--- config.mk ---
export PLATFORM = sky130hd
export DESIGN_NAME = lsrc_front
export DESIGN_NICKNAME = d
export VERILOG_FILES = /design/src/rtl/lsrc_pkg.sv /design/src/rtl/lsrc_front.sv
export SDC_FILE = /design/constraint.sdc
export NUM_CORES = 1
export LEC_CHECK = 0
export BUFFER_PORTS_ARGS = -buffer_cell sky130_fd_sc_hd__buf_2
export CAP_MARGIN = 20
export CORE_ASPECT_RATIO = 0.75
export CORE_MARGIN = 1
export CORE_UTILIZATION = 55
export DETAILED_ROUTE_END_ITERATION = 8
export PLACE_DENSITY = 0.91
export REMOVE_ABC_BUFFERS = 1
export SLEW_MARGIN = 20
export SYNTH_ARGS = -nofsm -noshare
export SYNTH_HDL_FRONTEND = slang
export SYNTH_SLANG_ARGS = --single-unit
--- constraint.sdc ---
create_clock -name i_clk -period 2.72 [get_ports i_clk]
set_input_delay 0.136 -clock i_clk [delete_from_list [all_inputs] [get_ports i_clk]]
set_output_delay 0.136 -clock i_clk [all_outputs]
set_load 0.02 [all_outputs]
--- src/rtl/lsrc_pkg.sv ---
// Shared types, constants and step codes for the line segment rectangle clipper.
`default_nettype none
package lsrc_pkg;

    // Coordinate width and default number of fraction bits.
    localparam int CW       = 20;
    localparam int FRAC_DEF = 4;
    // Width of a difference of two coordinates.
    localparam int DW       = CW + 1;

    typedef logic signed [CW-1:0] t_coord;

    // Segment state carried down the pipeline.
    typedef struct packed {
        t_coord x1;
        t_coord y1;
        t_coord x2;
        t_coord y2;
        logic   rej;
    } t_seg;

    // Window edges.
    typedef struct packed {
        t_coord left;
        t_coord top;
        t_coord right;
        t_coord bottom;
    } t_win;

    // Clip steps in the order they are applied.
    typedef enum logic [2:0] {
        STEP_LEFT  = 3'd0,
        STEP_RIGHT = 3'd1,
        STEP_TOP1  = 3'd2,
        STEP_TOP2  = 3'd3,
        STEP_BOT1  = 3'd4,
        STEP_BOT2  = 3'd5
    } t_step;

    // Configuration register indexes.
    typedef enum logic [1:0] {
        CFG_WIN_LEFT   = 2'd0,
        CFG_WIN_TOP    = 2'd1,
        CFG_WIN_RIGHT  = 2'd2,
        CFG_WIN_BOTTOM = 2'd3
    } t_cfg_idx;

    localparam int NUM_STEPS = 6;

endpackage
`default_nettype wire

--- src/rtl/lsrc_front.sv ---
// Front stage: trivial rejection against the window and ordering of the ends by x.
`default_nettype none
module lsrc_front (
    input  wire logic            i_clk,
    input  wire logic            i_rst_n,
    input  wire logic            i_en,
    input  wire logic            i_valid,
    input  wire lsrc_pkg::t_coord i_ax,
    input  wire lsrc_pkg::t_coord i_ay,
    input  wire lsrc_pkg::t_coord i_bx,
    input  wire lsrc_pkg::t_coord i_by,
    input  wire lsrc_pkg::t_win  i_win,
    output logic                 o_valid,
    output lsrc_pkg::t_seg       o_seg
);
    import lsrc_pkg::*;

    logic r_valid;
    t_seg r_seg;
    t_seg n_seg;

    // Reject when both ends are outside the same edge, then order by x.
    always_comb begin
        n_seg.rej = ((i_ax < i_win.left)   && (i_bx < i_win.left))  ||
                    ((i_ax > i_win.right)  && (i_bx > i_win.right)) ||
                    ((i_ay < i_win.top)    && (i_by < i_win.top))   ||
                    ((i_ay > i_win.bottom) && (i_by > i_win.bottom));
        if (i_bx < i_ax) begin
            n_seg.x1 = i_bx;
            n_seg.y1 = i_by;
            n_seg.x2 = i_ax;
            n_seg.y2 = i_ay;
        end else begin
            n_seg.x1 = i_ax;
            n_seg.y1 = i_ay;
            n_seg.x2 = i_bx;
            n_seg.y2 = i_by;
        end
    end

    // Valid bit.
    always_ff @(posedge i_clk) begin
        if (!i_rst_n) begin
            r_valid <= 1'b0;
        end else if (i_en) begin
            r_valid <= i_valid;
        end
    end

    // Payload register.
    always_ff @(posedge i_clk) begin
        if (i_en) begin
            r_seg <= n_seg;
        end
    end

    assign o_valid = r_valid;
    assign o_seg   = r_seg;

endmodule
`default_nettype wire

==> results by group <==
STA
  • Slew HR: 0.4806
  • Tightest Pin Transition: 779.1 ps
  • WHS: between 40 and 50 ps
  • Final slew viol count: 0
  • Final worst path period share: 0.8709
  • Final setup viols: 0
  • Clock Skew: 0 ps
  • Final Hold Viols: 0
  • Final min period: about 2400 ps
  • Unrepaired setup endpoints after global routing: false
  • F_max: between 400 and 500 MHz

Critical path
  • Crit Path Class: in -> reg
  • Max Fanout on Critical Path: 110
  • Data arrival time of the worst path: ~2500 ps
  • Critical Path RT: ~2800 ps
  • Crit path capture type: flip-flop
  • CP Launch Type: input pin

Detailed routing
  • Routed via count: 10120
  • Routed vias/inst: between 6 and 7
  • Average wire per standard cell: between 15 and 20 µm
  • Post-DRT Antenna Nets: 0
  • TritonRoute pass-1 iters: 8
  • Post-Route WL: 29280 µm
  • Drt initial violations: ~1000
  • # DRC: 0

Clocking
  • CTS Buf Count: 9
  • Setup Buffers After CTS: 0
  • Max Root-Sink Buffers: 2
  • CTS tree: built
  • Clock Pin Slew Worst Setup and Hold Paths: about 70 ps
  • H-tree depth: 3
  • CTS sink cnt: between 80 and 90
  • Post-CTS resize count: 0
  • Root Driver: clkbuf_16
  • Worst-skew pair later-pin latency: between 300 and 400 ps

GRT
  • GRT Resource Usage Total: 0.3197
  • Vias in the first global route: 9391
  • Total grt overflow: 0
  • Initial antenna violation count: 0
  • Largest net degree at the start of global routing: 125
  • First-pass GRT wire length: 47290 µm

Final layout
  • Antenna cells: 0
  • Commonest non-fill, non-tap cell in the layout: buf_2
  • # nets final: about 1700
  • Area Growth Syn to Fin: 17.74%
  • Final Non-Filler Cells: about 1600
  • Layout cell share with drive strength beyond 1: 0.2098
  • Most frequent cells in the layout: buf_2, nand2_1, ha_1

Outcome
  • Status: finished, final reports clean

Floorplan
  • Die Y: between 100 and 150 µm
  • DIE AREA: ~19000 µm²
  • Die extent in x: around 160 µm
  • Initial core utilization: 0.5610
  • Row count: 42
  • Core Region: roughly 18000 µm²
  • IO Count: between 200 and 250

Place
  • Placed Cells: between 1500 and 2000
  • IO buf count: between 200 and 250
  • Routability cong.: approximately 0.9
  • Post-DP HPWL: 21140 µm

Logic synthesis
  • Sequential area share after synthesis: 0.2483
  • #FFs+latches synth: 82
  • Top cells by area, synth: edfxtp_1, ha_1, a211o_1
  • Synthesis Warnings: 0
  • Synthesized cell area: between 9000 and 10000 µm²
  • Top FF cell, synth: edfxtp_1
  • Synthesized area per cell: roughly 8.4 µm²
  • Post-synthesis async set-or-reset flop share: 0
  • Largest area contributor in the netlist: edfxtp_1
  • Yosys cell types: between 40 and 50
  • EDFF count, synth: ~80
  • Mapped Cells: 1179
  • Yosys top cell area share: 0.2463

Pwr
  • Worst VDD drop: between 300 and 400 µV
  • Power per Cell Area: approximately 430 nW/µm²
  • Leak: ~5.8 nW

Hold path
  • Worst hold path type: in -> reg

Run
  • Max_cap viols: 0
## worst max-delay path, cell delays in order
cell      delay, ps
buf_2           150
ha_1            310
a21o_1          180
a21o_1          160
a21oi_1         190
o21ai_0         150
a221o_4         490
buf_12          220
o211ai_1        270
nand3_1         100
## cell usage after synthesis (all sizes together), types with 2 or more instances
cell type / count
buf: 15
a211o: 82
a211oi: 7
o31ai: 2
a2111oi: 3
o21ai: 21
or4: 2
nor2b: 5
and2: 2
a21boi: 3
a221o: 3
mux2i: 3
nor3b: 3
inv: 104
nand3: 90
and4: 6
ha: 175
o2111ai: 2
nand2b: 6
nor4bb: 2
nand4: 25
a21oi: 52
a21o: 32
clkbuf: 64
nor3: 8
nand3b: 78
nand2: 185
nor4: 2
edfxtp: 81
a41o: 2
a311oi: 2
nor2: 20
o211ai: 82
mux2: 4
## metal layers
layer	up-vias	routed length [µm]	track usage
met3	42	2889	0.04823
met4	0	494	0.09681
met1	4694	13240	0.4750
li1	4804	-	-
met2	575	12660	0.4725
met5	-	0	0
## where the power goes
part	internal [mW]	leakage, nW	total, mW	switching, mW
logic	0.776	4.83	1.99	1.22
clock network	0.810	0.157	1.39	0.579
registers	1.61	0.796	1.66	0.0474
## cell type report
type	count	area, µm²
fillers	1445	5977
multi-input cells	914	6698
repair buffers	266	1464
clock inverters	6	91.34
inverters	104	390.4
clock buffers	10	229.0
well taps	242	302.8
flip-flops and latches	82	2452
## flip-flops by register name, summed over array words and instances, names as in the netlist
| signal | cells |
|---|---|
| o_valid | 1 |
| o_seg | 81 |
## cell families after synthesis
| logic type | count (synthesis) | synth area share |
|---|---|---|
| fa+ha+maj | 175 | 0.2217 |
| simple gates | 434 | 0.2234 |
| buf+inv | 183 | 0.07766 |
| xor+xnor | 1 | 0.0008870 |
| flops | 82 | 0.2483 |
| mux | 7 | 0.007601 |
| compound gates | 297 | 0.2204 |
## final timing paths
check | end | slack, ps | startpoint | depth (start not counted)
max | o_seg[7] | 350 | i_bx[9] | 10
min | o_valid | 50 | i_valid | 3
max reg2reg | o_valid | 2120 | o_valid | 2
min reg2reg | o_valid | 540 | o_valid | 2
## stage by stage
stage / setup TNS [ps] / total power [mW] / setup slack (ps) / utilization / area [µm²]
finish: 0 / 5.040 / 351.1 / 0.6605 / 11630
global route: 0 / 5.320 / 242.1 / 0.6605 / 11630
CTS: 0 / 5.043 / 388.9 / 0.6605 / 11630
detailed placement: -2.962 / 3.643 / -2.962 / 0.6417 / 11300
global placement: 0 / 3.567 / 98.78 / 0.6417 / 11300
floorplan: -441570 / 2.920 / -5584 / - / 9499
## what timing repair did
item,4_1_cts,5_1_grt
endpoints found under the hold margin,1,0
hold buffers,1,0
setup endpoints to repair,0,0
No activity file was read; power rests on OpenSTA's default activity.
